**src/rtl/mlfq_pkg.sv**
```systemverilog
// Shared types, codes and defaults for the multilevel feedback queue scheduler.
package mlfq_pkg;

    localparam int DEF_MAX_LEVELS = 8;
    localparam int DEF_MAX_PROCS  = 16;

    localparam int PID_W    = 4;
    localparam int KIND_W   = 3;
    localparam int OUTLVL_W = 3;
    localparam int LVLS_W   = 4;   // level index width carried between modules (up to 16)
    localparam int PERIOD_W = 10;
    localparam int LCNT_W   = 4;
    localparam int IN_W     = 8;
    localparam int OUT_W    = 16;
    localparam int CFG_W    = 10;

    localparam logic [LCNT_W-1:0]   LEVEL_COUNT_RST  = 4'd3;
    localparam logic [PERIOD_W-1:0] BOOST_PERIOD_RST = 10'd8;

    typedef enum logic [KIND_W-1:0] {
        KIND_STAYED   = 3'd0,
        KIND_DEMOTED  = 3'd1,
        KIND_EXITED   = 3'd2,
        KIND_BOOSTED  = 3'd3,
        KIND_IDLE     = 3'd4,
        KIND_ADMITTED = 3'd5,
        KIND_REJECTED = 3'd6
    } kind_t;

    typedef enum logic {
        CMD_ADMIT = 1'b0,
        CMD_RUN   = 1'b1
    } command_t;

    typedef enum logic [1:0] {
        OUT_YIELD  = 2'd0,
        OUT_DEMOTE = 2'd1,
        OUT_EXIT   = 2'd2,
        OUT_EXIT_X = 2'd3
    } outcome_t;

    typedef enum logic {
        CFG_LEVEL_COUNT  = 1'b0,
        CFG_BOOST_PERIOD = 1'b1
    } cfg_index_t;

    // where a pushed or reported process id comes from
    typedef enum logic [1:0] {
        PID_FROM_IN   = 2'd0,
        PID_FROM_READ = 2'd1,
        PID_ZERO      = 2'd2
    } pid_src_t;

    // controller to datapath
    typedef struct packed {
        logic              ld_in;
        logic              pop_en;
        logic [LVLS_W-1:0] pop_lvl;
        logic              push_en;
        logic [LVLS_W-1:0] push_lvl;
        pid_src_t          pid_src;
        logic              emit;
        kind_t             kind;
        logic [LVLS_W-1:0] emit_lvl;
        logic              last;
        logic              cnt_clr;
        logic              cnt_inc;
        logic              ld_cur;
    } mlfq_cmd_t;

    // datapath to controller
    typedef struct packed {
        command_t          command;
        outcome_t          outcome;
        logic              top_full;
        logic              boost_due;
        logic              boost_hit;
        logic [LVLS_W-1:0] boost_lvl;
        logic              any_hit;
        logic [LVLS_W-1:0] head_lvl;
        logic [LVLS_W-1:0] cur_lvl;
        logic [LVLS_W-1:0] tgt_lvl;
        logic              out_busy;
    } mlfq_sts_t;

endpackage

```
**src/rtl/mlfq_scheduler_with_boost.sv**
```systemverilog
// Top level of the multilevel feedback queue scheduler with priority boost.
// An admit item is accepted, then gives its result. A run item is accepted, then the
// latched item is decoded, the head is read from the level store and the result given;
// a run item that finds every level empty gives the idle result in place of the head read.
// When a boost is due, each lifted process adds a move that reads the level store and
// then writes the read value to the top level, and a last search step ends the boost.
// Results wait in one output register; the sequencer holds while it is full.
// Configuration writes are taken every cycle.
module mlfq_scheduler_with_boost #(
    parameter int MAX_LEVELS = mlfq_pkg::DEF_MAX_LEVELS,
    parameter int MAX_PROCS  = mlfq_pkg::DEF_MAX_PROCS
) (
    input  logic                       clk,
    input  logic                       rst_n,
    input  logic                       in_tvalid,
    output logic                       in_tready,
    input  logic [mlfq_pkg::IN_W-1:0]  in_tdata,   // command, process_id, outcome
    output logic                       out_tvalid,
    input  logic                       out_tready,
    output logic [mlfq_pkg::OUT_W-1:0] out_tdata,  // kind, process_id_res, level
    output logic                       out_tlast,
    input  logic                       cfg_valid,
    output logic                       cfg_ready,
    input  logic                       cfg_index,
    input  logic [mlfq_pkg::CFG_W-1:0] cfg_data
);
    import mlfq_pkg::*;

    mlfq_cmd_t cmd;
    mlfq_sts_t sts;

    assign cfg_ready = 1'b1;

    mlfq_ctrl u_ctrl (
        .clk       (clk),
        .rst_n     (rst_n),
        .in_tvalid (in_tvalid),
        .in_tready (in_tready),
        .sts       (sts),
        .cmd       (cmd)
    );

    mlfq_dpath #(
        .MAX_LEVELS (MAX_LEVELS),
        .MAX_PROCS  (MAX_PROCS)
    ) u_dpath (
        .clk        (clk),
        .rst_n      (rst_n),
        .in_tdata   (in_tdata),
        .cfg_valid  (cfg_valid),
        .cfg_index  (cfg_index),
        .cfg_data   (cfg_data),
        .out_tvalid (out_tvalid),
        .out_tready (out_tready),
        .out_tdata  (out_tdata),
        .out_tlast  (out_tlast),
        .cmd        (cmd),
        .sts        (sts)
    );

endmodule

```
**src/rtl/mlfq_ctrl.sv**
```systemverilog
// Sequencer for admit, boost and slice steps.
module mlfq_ctrl (
    input  logic              clk,
    input  logic              rst_n,
    input  logic              in_tvalid,
    output logic              in_tready,
    input  mlfq_pkg::mlfq_sts_t sts,
    output mlfq_pkg::mlfq_cmd_t cmd
);
    import mlfq_pkg::*;

    typedef enum logic [2:0] {
        S_IDLE,
        S_ADMIT,
        S_BFIND,
        S_BPUSH,
        S_PICK,
        S_SLICE
    } state_t;

    state_t state_reg, state_next;

    assign in_tready = (state_reg == S_IDLE);

    // command decode and next state
    always_comb
    begin
        cmd        = '0;
        cmd.kind   = KIND_IDLE;
        cmd.pid_src = PID_FROM_IN;
        state_next = state_reg;
        unique case (state_reg)
            S_IDLE:
            begin
                if (in_tvalid)
                begin
                    cmd.ld_in  = 1'b1;
                    state_next = S_ADMIT;
                end
            end
            S_ADMIT:
            begin
                // latched item decides: admit, or start a slice (after a boost when one is due)
                if (sts.command == CMD_RUN)
                    state_next = sts.boost_due ? S_BFIND : S_PICK;
                else if (!sts.out_busy)
                begin
                    cmd.emit    = 1'b1;
                    cmd.last    = 1'b1;
                    cmd.pid_src = PID_FROM_IN;
                    if (sts.top_full)
                        cmd.kind = KIND_REJECTED;
                    else
                    begin
                        cmd.kind    = KIND_ADMITTED;
                        cmd.push_en = 1'b1;
                    end
                    state_next = S_IDLE;
                end
            end
            S_BFIND:
            begin
                if (sts.boost_hit && !sts.top_full)
                begin
                    cmd.pop_en  = 1'b1;
                    cmd.pop_lvl = sts.boost_lvl;
                    state_next  = S_BPUSH;
                end
                else
                begin
                    cmd.cnt_clr = 1'b1;
                    state_next  = S_PICK;
                end
            end
            S_BPUSH:
            begin
                if (!sts.out_busy)
                begin
                    cmd.push_en = 1'b1;
                    cmd.pid_src = PID_FROM_READ;
                    cmd.emit    = 1'b1;
                    cmd.kind    = KIND_BOOSTED;
                    state_next  = S_BFIND;
                end
            end
            S_PICK:
            begin
                if (sts.any_hit)
                begin
                    cmd.pop_en  = 1'b1;
                    cmd.pop_lvl = sts.head_lvl;
                    cmd.ld_cur  = 1'b1;
                    cmd.cnt_inc = 1'b1;
                    state_next  = S_SLICE;
                end
                else if (!sts.out_busy)
                begin
                    cmd.emit    = 1'b1;
                    cmd.kind    = KIND_IDLE;
                    cmd.pid_src = PID_ZERO;
                    cmd.last    = 1'b1;
                    state_next  = S_IDLE;
                end
            end
            S_SLICE:
            begin
                if (!sts.out_busy)
                begin
                    cmd.emit    = 1'b1;
                    cmd.last    = 1'b1;
                    cmd.pid_src = PID_FROM_READ;
                    priority if (sts.outcome == OUT_EXIT || sts.outcome == OUT_EXIT_X)
                        cmd.kind = KIND_EXITED;
                    else if (sts.outcome == OUT_DEMOTE)
                    begin
                        cmd.kind     = KIND_DEMOTED;
                        cmd.push_en  = 1'b1;
                        cmd.push_lvl = sts.tgt_lvl;
                        cmd.emit_lvl = sts.tgt_lvl;
                    end
                    else
                    begin
                        cmd.kind     = KIND_STAYED;
                        cmd.push_en  = 1'b1;
                        cmd.push_lvl = sts.cur_lvl;
                        cmd.emit_lvl = sts.cur_lvl;
                    end
                    state_next = S_IDLE;
                end
            end
            default: state_next = S_IDLE;
        endcase
    end

    // state register
    always_ff @(posedge clk or negedge rst_n)
    begin
        if (!rst_n)
            state_reg <= S_IDLE;
        else
            state_reg <= state_next;
    end

endmodule

```
**src/rtl/mlfq_dpath.sv**
```systemverilog
// Level FIFOs, counters, configuration and result register.
module mlfq_dpath #(
    parameter int MAX_LEVELS = mlfq_pkg::DEF_MAX_LEVELS,
    parameter int MAX_PROCS  = mlfq_pkg::DEF_MAX_PROCS
) (
    input  logic                          clk,
    input  logic                          rst_n,
    input  logic [mlfq_pkg::IN_W-1:0]     in_tdata,
    input  logic                          cfg_valid,
    input  logic                          cfg_index,
    input  logic [mlfq_pkg::CFG_W-1:0]    cfg_data,
    output logic                          out_tvalid,
    input  logic                          out_tready,
    output logic [mlfq_pkg::OUT_W-1:0]    out_tdata,
    output logic                          out_tlast,
    input  mlfq_pkg::mlfq_cmd_t           cmd,
    output mlfq_pkg::mlfq_sts_t           sts
);
    import mlfq_pkg::*;

    localparam int LW    = (MAX_LEVELS > 1) ? $clog2(MAX_LEVELS) : 1;
    localparam int PW    = $clog2(MAX_PROCS);
    localparam int CW    = $clog2(MAX_PROCS + 1);
    localparam int DEPTH = MAX_LEVELS * MAX_PROCS;
    localparam int AW    = (DEPTH > 1) ? $clog2(DEPTH) : 1;

    logic [PID_W-1:0]    store [DEPTH];
    logic [PW-1:0]       head_reg  [MAX_LEVELS];
    logic [PW-1:0]       tail_reg  [MAX_LEVELS];
    logic [CW-1:0]       count_reg [MAX_LEVELS];
    logic [PERIOD_W-1:0] slice_reg;
    logic [LCNT_W-1:0]   lcount_reg;
    logic [PERIOD_W-1:0] period_reg;
    logic                cmd_reg;
    logic [PID_W-1:0]    pid_reg;
    logic [1:0]          outcome_reg;
    logic [LW-1:0]       cur_reg;
    logic [PID_W-1:0]    rdata_reg;
    logic                ovalid_reg;
    logic [OUT_W-1:0]    odata_reg;
    logic                olast_reg;

    logic [LW-1:0]       pop_idx, push_idx, head_idx, boost_idx, tgt_idx;
    logic                any_hit, boost_hit;
    logic [PID_W-1:0]    push_pid, emit_pid;
    logic [LCNT_W:0]     levels;
    logic [LCNT_W:0]     cur_plus;

    assign pop_idx  = cmd.pop_lvl[LW-1:0];
    assign push_idx = cmd.push_lvl[LW-1:0];

    // highest non-empty level
    always_comb
    begin
        any_hit  = 1'b0;
        head_idx = '0;
        for (int i = MAX_LEVELS - 1; i >= 0; i--)
        begin
            if (count_reg[i] != '0)
            begin
                any_hit  = 1'b1;
                head_idx = LW'(i);
            end
        end
    end

    // highest non-empty level below the top, for boosting
    always_comb
    begin
        boost_hit = 1'b0;
        boost_idx = '0;
        for (int i = MAX_LEVELS - 1; i >= 1; i--)
        begin
            if (count_reg[i] != '0)
            begin
                boost_hit = 1'b1;
                boost_idx = LW'(i);
            end
        end
    end

    // demote target: next level if in use and not full
    always_comb
    begin
        levels = {1'b0, lcount_reg};
        if (lcount_reg == '0)
            levels = (LCNT_W+1)'(1);
        else if ({1'b0, lcount_reg} > (LCNT_W+1)'(MAX_LEVELS))
            levels = (LCNT_W+1)'(MAX_LEVELS);
        cur_plus = (LCNT_W+1)'(cur_reg) + 1'b1;
        tgt_idx  = cur_reg;
        if (cur_plus < levels && count_reg[cur_plus[LW-1:0]] != CW'(MAX_PROCS))
            tgt_idx = cur_plus[LW-1:0];
    end

    always_comb
    begin
        sts           = '0;
        sts.command   = command_t'(cmd_reg);
        sts.outcome   = outcome_t'(outcome_reg);
        sts.top_full  = (count_reg[0] == CW'(MAX_PROCS));
        sts.boost_due = (slice_reg == period_reg);
        sts.boost_hit = boost_hit;
        sts.boost_lvl = LVLS_W'(boost_idx);
        sts.any_hit   = any_hit;
        sts.head_lvl  = LVLS_W'(head_idx);
        sts.cur_lvl   = LVLS_W'(cur_reg);
        sts.tgt_lvl   = LVLS_W'(tgt_idx);
        sts.out_busy  = ovalid_reg;
    end

    always_comb
    begin
        unique case (cmd.pid_src)
            PID_FROM_IN:   push_pid = pid_reg;
            PID_FROM_READ: push_pid = rdata_reg;
            default:       push_pid = '0;
        endcase
        emit_pid = push_pid;
    end

    // FIFO storage: one write, one registered read
    always_ff @(posedge clk)
    begin
        if (cmd.push_en)
            store[AW'(push_idx) * AW'(MAX_PROCS) + AW'(tail_reg[push_idx])] <= push_pid;
        if (cmd.pop_en)
            rdata_reg <= store[AW'(pop_idx) * AW'(MAX_PROCS) + AW'(head_reg[pop_idx])];
    end

    // head, tail and fill count per level
    always_ff @(posedge clk or negedge rst_n)
    begin
        if (!rst_n)
        begin
            for (int i = 0; i < MAX_LEVELS; i++)
            begin
                head_reg[i]  <= '0;
                tail_reg[i]  <= '0;
                count_reg[i] <= '0;
            end
        end
        else
        begin
            for (int i = 0; i < MAX_LEVELS; i++)
            begin
                if (cmd.pop_en && pop_idx == LW'(i))
                begin
                    head_reg[i]  <= (head_reg[i] == PW'(MAX_PROCS - 1)) ? '0 : head_reg[i] + 1'b1;
                    count_reg[i] <= count_reg[i] - 1'b1;
                end
                if (cmd.push_en && push_idx == LW'(i))
                begin
                    tail_reg[i]  <= (tail_reg[i] == PW'(MAX_PROCS - 1)) ? '0 : tail_reg[i] + 1'b1;
                    count_reg[i] <= count_reg[i] + 1'b1;
                end
            end
        end
    end

    // configuration, slice counter and result register
    always_ff @(posedge clk or negedge rst_n)
    begin
        if (!rst_n)
        begin
            lcount_reg <= LEVEL_COUNT_RST;
            period_reg <= BOOST_PERIOD_RST;
            slice_reg  <= '0;
            ovalid_reg <= 1'b0;
        end
        else
        begin
            if (cfg_valid)
            begin
                unique case (cfg_index_t'(cfg_index))
                    CFG_LEVEL_COUNT:  lcount_reg <= cfg_data[LCNT_W-1:0];
                    CFG_BOOST_PERIOD: period_reg <= cfg_data;
                    default: ;
                endcase
            end
            if (cmd.cnt_clr)
                slice_reg <= '0;
            else if (cmd.cnt_inc)
                slice_reg <= slice_reg + 1'b1;
            if (cmd.emit)
                ovalid_reg <= 1'b1;
            else if (out_tready)
                ovalid_reg <= 1'b0;
        end
    end

    // payload latches
    always_ff @(posedge clk)
    begin
        if (cmd.ld_in)
        begin
            cmd_reg     <= in_tdata[0];
            pid_reg     <= in_tdata[4:1];
            outcome_reg <= in_tdata[6:5];
        end
        if (cmd.ld_cur)
            cur_reg <= pop_idx;
        if (cmd.emit)
        begin
            odata_reg <= {6'd0, OUTLVL_W'(cmd.emit_lvl), emit_pid, cmd.kind};
            olast_reg <= cmd.last;
        end
    end

    assign out_tvalid = ovalid_reg;
    assign out_tdata  = odata_reg;
    assign out_tlast  = olast_reg;

endmodule

```
**config.mk**
```make
export PLATFORM = sky130hd
export DESIGN_NAME = mlfq_scheduler_with_boost
export DESIGN_NICKNAME = d
export VERILOG_FILES = /design/src/rtl/mlfq_pkg.sv /design/src/rtl/mlfq_scheduler_with_boost.sv /design/src/rtl/mlfq_ctrl.sv /design/src/rtl/mlfq_dpath.sv
export SDC_FILE = /design/constraint.sdc
export NUM_CORES = 1
export LEC_CHECK = 0
export BUFFER_PORTS_ARGS = -buffer_cell sky130_fd_sc_hd__buf_4
export CAP_MARGIN = 20
export CELL_PAD_IN_SITES_DETAIL_PLACEMENT = 0
export CELL_PAD_IN_SITES_GLOBAL_PLACEMENT = 1
export CORE_ASPECT_RATIO = 0.7
export CORE_MARGIN = 2
export CORE_UTILIZATION = 45
export DETAILED_ROUTE_END_ITERATION = 8
export PLACE_DENSITY_LB_ADDON = 0.25
export SYNTH_ARGS = -nofsm -noshare
export SYNTH_HDL_FRONTEND = slang
export SYNTH_SLANG_ARGS = --single-unit
```
**constraint.sdc**
```tcl
create_clock -name clk -period 5.4 [get_ports clk]
set_clock_uncertainty 0.05 [all_clocks]
set_input_delay 0 -clock clk [delete_from_list [all_inputs] [get_ports clk]]
set_output_delay 0 -clock clk [all_outputs]
set_load 0.05 [all_outputs]
```
==> results of run 1 <==
-- cell type report --
cell class              count  area, sq um
flip-flops and latches    669        19430
fillers                  5672        30980
well taps                 891         1115
repair buffers            294         2575
multi-input cells        1639        10010
inverters                  35        131.4
clock inverters            35        296.5
clock buffers              83         1789
-- metrics by stage --
step / utilization (%) / setup WS, ns / instance area [sq um] / cells
3_5_place_dp: 49.49 / 0.03029 / 32820 / 3492
4_1_cts: 53.09 / 0.02616 / 35220 / 3639
5_1_grt: 53.29 / 0.009218 / 35350 / 3646
2_1_floorplan: - / 0.8524 / 30110 / 2466
3_3_place_gp: 49.49 / 0.1428 / 32820 / 3492
6_report: 53.29 / 0.09650 / 35350 / 3646
-- worst max-delay path, stage by stage (launching register included) --
cell and delay, ns:
dfrtp_1 0.45, or4_4 0.58, or4_1 0.52, o211a_4 0.28
or4_1 0.52, a211o_1 0.36, o311ai_4 0.12, buf_6 0.27
nand2_4 0.20, buf_12 0.25, and3_1 0.22, a311oi_1 0.46
o221ai_1 0.21, nor4_1 0.38, a22oi_1 0.12
-- cells in the mapped netlist, types with 17 or more instances --
library cell	instances	area, sq um
a211oi_1	17	127.6
a21o_1	27	202.7
a21oi_1	67	335.3
a311oi_1	20	175.2
a31oi_1	25	156.4
and3_1	28	175.2
buf_2	38	190.2
buf_4	24	180.2
clkbuf_1	43	161.4
dfrtp_1	129	3228
edfxtp_1	537	16130
ha_1	45	563.0
inv_1	32	120.1
mux2_2	49	551.8
mux2i_1	109	1091
nand2_1	461	1730
nand2b_1	18	112.6
nand3_1	177	885.9
nand4_1	48	300.3
nor2_1	188	705.7
nor3_1	18	90.09
o21ai_0	75	375.4
xnor2_1	48	420.4
xor2_1	22	192.7
-- cells by family (layout without fill, tap and decap cells) --
family / after synthesis / in the layout / synth area share (%)
and+or+nand+nor: 1002 / 1004 / 14.86
DFF: 669 / 669 / 64.57
AOI/OAI and AO/OA: 347 / 347 / 7.958
buffers and inverters: 160 / 447 / 2.690
muxes: 158 / 158 / 5.459
xor gates and xnor gates: 70 / 70 / 2.037
adders and majority gates: 53 / 53 / 2.403
other: 2 / 7 / 0.02496
-- path summary, 6_finish.rpt --
check                           slack [ns]                           endpoint                         startpoint  cells past startpoint
worst max-delay path                   0.1     u_dpath.rdata_reg[3]$_DFFE_PP_  u_dpath.count_reg[20]$_DFFE_PN0P_                     14
worst min-delay path                  0.06       u_dpath.pid_reg[1]$_DFFE_PP_                        in_tdata[2]                      2
worst max register to register         0.1     u_dpath.rdata_reg[3]$_DFFE_PP_  u_dpath.count_reg[20]$_DFFE_PN0P_                     14
worst min register to register        0.47   u_dpath.tail_reg[19]$_DFFE_PN0P_   u_dpath.tail_reg[19]$_DFFE_PN0P_                      1
max in group asynchronous             4.13     u_dpath.out_tvalid$_DFFE_PN0P_                              rst_n                      4
min in group asynchronous             0.45  u_dpath.count_reg[25]$_DFFE_PN0P_                              rst_n                      4
-- power breakdown --
group | switching (mW) | total, mW | internal, mW
Clock | 2.01 | 4.57 | 2.56
Sequential | 0.399 | 6.90 | 6.50
Combinational | 5.85 | 8.94 | 3.08
-- per-layer routing --
metal	routed length [microns]	GRT usage [%]
met1	41240	40.27
met3	10280	7.460
met5	13	0
met2	35860	35.06
met4	1724	5.933
-- timing repair --
| action | CTS | global route |
|---|---|---|
| setup buffers | 0 | 5 |
| hold buffers | 29 | 0 |
| resized for setup | 0 | 14 |
| endpoints found under the setup margin | 0 | 20 |
| hold endpoints to repair | 104 | 0 |
==> run_results.csv, run 1 <==
group,metric,value,unit
status,outcome,"finished, final reports clean",
clock_network,cts_buffer_depth,3,
cells_and_area,drive_gt1_share,16.55,%
setup_path,arrival,5.60,ns
route,wirelength,89120,microns
clock_network,cts_sinks,669,
floorplan,coreArea,66320,sq um
timing,period_minus_slack,5.304,ns
route,via_per_inst,5.852,
yosys,synth_warnings,0,
global_route,antenna_found_initial,3,
yosys,synth_cell_types,86,
cells_and_area,area_growth,17.45,%
setup_path,worstPathMaxFanout,43,
yosys,ys_seq_elements,669,
clock_network,cts_inserted_buffers,67,
setup_path,cp-start-kind,"register",
pwr,power_density,577.2,nW/um^2
pwr,power_leakage,13.33,nW
route,wire_per_inst,24.44,microns
placed_design,place_congestion,0.9133,
yosys,async_flop_share,19.73,%
yosys,syn_area_per_cell,12.23,sq um
placed_design,numPortBuffers,35,
timing,slew_headroom,27.18,%
route,antenna_left,0,
floorplan,die_w,313.1,microns
floorplan,dieArea,68990,sq um
setup_path,required,5.70,ns
clock_network,cts.clk_slew.worst_paths,0.06,ns
hold_path,hold_path_class,"primary input to register",
timing,tightest_slew,1.092,ns
floorplan,initial_core_util,45.37,%
timing,setup_viol,0,
global_route,grt_start_max_net_pins,95,
timing,drv_slew,0,
setup_path,critPathKind,"register to register",
timing,finalHoldViolations,0,
timing,fmax,188.6,MHz
timing,rsz0062_at_grt,"no",
pwr,p_total,20.40,mW
pwr,peakVddDrop,0.3461,mV
cells_and_area,final_nets,2783,
placed_design,dp_hpwl,59640,microns
job,max_cap_viol_count,0,
yosys,seq_area_frac_synth,64.57,%
route,drtIter0Drc,2683,
clock_network,cts_root_buf,"clkbuf_16",
cells_and_area,mostFrequentLayoutCells,"edfxtp_1, nand2_1, buf_4",
cells_and_area,largest_reg_flops,512,
timing,final.setup.tns,0,ns
clock_network,cts_tree,"done",
yosys,synth_edf_count,537,
yosys,syn-cell-area,30090,sq um
route,num_vias,21340,
cells_and_area,final_common_cell,"edfxtp_1",
global_route,grt_pass1_vias,20060,
clock_network,clk-insertion-delay-late,0.63,ns
global_route,grt_pass1_wl,131400,microns
route,drc,0,
timing,hold_ws,0.06015,ns
cells_and_area,antenna_cells,0,
floorplan,fp-row-count,79,
yosys,syn_inst,2461,
global_route,gr-total-overflow,0,
route,drt_pass1_iterations,6,
floorplan,die_y,220.4,microns
floorplan,ios,44,
yosys,ys.flop_type,"edfxtp_1",
timing,fin_crit_sh,98.21,%
setup_path,worstSetupEndpointType,"register",
global_route,grt_use_total,25.79,%
clock_network,cts.htree.levels,3,
No activity file was read; power rests on OpenSTA's default activity.
==> inputs of run 2 (changes only) <==
- MAX_ROUTING_LAYER: not set -> met4
- SLEW_MARGIN: not set -> 10
==> run 2 against run 1 <==
Core utilization increased by 0.48 points. Register-to-register slack improved by 0.02 ns. First-iteration DRC count increased by 11%. Final area increased by 0.91%. Die area unchanged. Maximum frequency increased by 0.39%. Count of clock-buffer cells in the layout unchanged. Clock power increased by 2%. Flip-flop and latch count unchanged. Critical path depth unchanged. Global-route usage increased by 0.82 points. Non-clock buffer count increased by 22. Largest cell class unchanged.
==> run_results.csv, run 2 (synthesis results as in run 1) <==
group,metric,value,unit
clock_network,cts.clk_slew.worst_paths,0.07,ns
cells_and_area,drive_gt1_share,17.64,%
setup_path,reg2regPathDepth,14,
placed_design,place_congestion,0.9102,
global_route,grt_start_max_net_pins,130,
pwr,p_comb_share,44.4,%
route,drt_pass1_iterations,6,
timing,slew_headroom,36.39,%
setup_path,arrival,5.62,ns
clock_network,cts_inserted_buffers,67,
pwr,p_sw_share,40.17,%
floorplan,die_y,220.4,microns
floorplan,die_w,313.1,microns
route,via_per_inst,5.872,
pwr,peakVddDrop,0.2829,mV
global_route,grt_use_total,26.62,%
setup_path,r2r_setup_slack,0.12,ns
timing,tightest_slew,0.9506,ns
cells_and_area,utilization,53.78,%
hold_path,hold_end,"u_dpath.out_tvalid$_DFFE_PN0P_",
cells_and_area,largest_reg_flops,512,
clock_network,cts_sinks,669,
job,max_cap_viol_count,0,
placed_design,numPortBuffers,35,
pwr,power_leakage,13.50,nW
setup_path,r2r_start,"u_dpath.count_reg[20]$_DFFE_PN0P_",
timing,fin_crit_sh,97.84,%
clock_network,cts_buffer_depth,3,
hold_path,holdPathStages,3,
timing,drv_slew,0,
route,drtIter0Drc,2987,
clock_network,cts.htree.levels,3,
setup_path,critPathKind,"register to register",
cells_and_area,multi_input_area,10020,sq um
global_route,grt_pass1_vias,20230,
setup_path,cp-start-kind,"register",
clock_network,clk-insertion-delay-late,0.64,ns
floorplan,ios,44,
pwr,power.switching,8.356,mW
setup_path,worstPathMaxFanout,5,
floorplan,initial_core_util,45.37,%
timing,finalHoldViolations,0,
setup_path,slowest_stage,"o311ai_2",
cells_and_area,final_common_cell,"edfxtp_1",
route,wire_per_inst,24.40,microns
route,antenna_left,0,
setup_path,crit_top_cell,"buf_4",
setup_path,critical_path.cell_chain,"or4_4 -> or4_1 -> o211ai_1 -> nand2_1 -> o311ai_2 -> and2_4 -> buf_4 -> mux2i_1 -> a2111oi_0 -> a311oi_1 -> nand4_1 -> nor4bb_1 -> buf_4 -> a31oi_1",
setup_path,required,5.74,ns
cells_and_area,fillers,5616,
global_route,antenna_found_initial,4,
route,drc,0,
timing,fmax,189.3,MHz
timing,final.setup.tns,0,ns
global_route,gr-total-overflow,0,
hold_path,hold_path_class,"primary input to register",
cells_and_area,area_growth,18.52,%
pwr,power_density,583.2,nW/um^2
route,wirelength,89710,microns
pwr,internal_power,12.45,mW
timing,period_minus_slack,5.283,ns
global_route,grt_pass1_wl,132300,microns
cells_and_area,final_nets,2806,
status,outcome,"finished, final reports clean",
clock_network,cts_root_buf,"clkbuf_16",
pwr,clkPwrFrac,22.5,%
timing,setup_viol,0,
cells_and_area,register_area,19430,sq um
floorplan,dieArea,68990,sq um
setup_path,rr_endpoint,"u_dpath.rdata_reg[0]$_DFFE_PP_",
placed_design,dp_hpwl,60010,microns
route,num_vias,21590,
setup_path,worstSetupEndpointType,"register",
pwr,sequentialPowerShare,33.2,%
cells_and_area,mostFrequentLayoutCells,"edfxtp_1, nand2_1, buf_4",
floorplan,fp-row-count,79,
floorplan,coreArea,66320,sq um
hold_path,hp-start,"out_tready",
clock_network,cts_tree,"done",
setup_path,slowest_delay,0.67,ns
==> run 2: cell count changes in the layout (fill, tap and decap cells not counted), sizes merged <==
cell,change
dlygate4sd3,-3
clkbuf,+1
bufinv,+1
buf,+24
clkinv,+2
clkinvlp,+4
inv,-1
and2,+1
diode,+1
==> run 2: power groups by stage <==
| stage | registers (mW) | clock network (mW) | logic, mW |
|---|---|---|---|
| after floorplan | 6.99 | 0 | 5.18 |
| after global placement | 6.97 | 0 | 8.69 |
| after detailed placement | 6.98 | 0 | 8.80 |
| after CTS | 6.88 | 4.75 | 8.85 |
| after global routing | 6.94 | 4.94 | 9.85 |
| final | 6.90 | 4.67 | 9.23 |
==> run 2: how the worst max path moves through the flow <==
| stage | startpoint | end | cells after the start | slack (ns) |
|---|---|---|---|---|
| after floorplan | u_dpath.cur_reg[0]$_DFFE_PP_ | u_dpath.store[28][0]$_DFFE_PP_ | 16 | 0.85 |
| after global placement | u_dpath.count_reg[20]$_DFFE_PN0P_ | u_dpath.rdata_reg[1]$_DFFE_PP_ | 15 | 0.14 |
| after detailed placement | u_dpath.count_reg[20]$_DFFE_PN0P_ | u_dpath.rdata_reg[3]$_DFFE_PP_ | 16 | 0.13 |
| after CTS | u_dpath.count_reg[35]$_DFFE_PN0P_ | u_dpath.store[44][1]$_DFFE_PP_ | 14 | 0.11 |
| after global routing | u_dpath.count_reg[20]$_DFFE_PN0P_ | u_dpath.rdata_reg[0]$_DFFE_PP_ | 14 | -0.02 |
| final | u_dpath.count_reg[20]$_DFFE_PN0P_ | u_dpath.rdata_reg[0]$_DFFE_PP_ | 14 | 0.12 |
==> run 2: area by class of cell <==
| cell class | instances | area share (%) |
|---|---|---|
| multi-input cells | 1640 | 28.09 |
| clock inverters | 41 | 1.024 |
| diodes | 1 | 0.007016 |
| repair buffers | 316 | 7.826 |
| clock buffers | 83 | 5.076 |
| flip-flops and latches | 669 | 54.48 |
| well taps | 891 | 3.126 |
| inverters | 35 | 0.3683 |
==> run 2: routing by layer <==
layer	part of all wire [%]	GRT usage [%]	vias up
li1	-	-	9624
met1	47	41.24	10840
met2	41	36.17	994
met3	10	5.136	124
met4	1.5	5.152	0
met5	0	-	-
==> run 2: per-stage QoR <==
stage / hold WS (ns) / setup WS [ns] / cell area (sq um) / power, mW / cells
6_report: 0.05393 / 0.1169 / 35670 / 20.80 / 3676
3_3_place_gp: 0.007585 / 0.1409 / 32990 / 15.65 / 3508
4_1_cts: 0.02238 / 0.1059 / 35450 / 20.48 / 3658
5_1_grt: 0.03478 / -0.02462 / 35660 / 21.73 / 3675
2_1_floorplan: -0.3456 / 0.8524 / 30110 / 12.18 / 2466
3_5_place_dp: 0.02457 / 0.1311 / 32990 / 15.79 / 3508
==> run 2: timing repair <==
action                                  CTS  global route
endpoints found under the setup margin    0            32
gates resized for setup                   0            15
hold buffers                             26             0
hold endpoints to repair                 99             0
setup buffers                             0            13
==> run 2: critical path, delay by kind of cell, from the launching register on <==
family,cells,cell delay (ns)
buffers and inverters,2,0.35
muxes,1,0.25
and+or+nand+nor,6,2.17
AOI/OAI and AO/OA,5,1.76
DFF,1,0.45
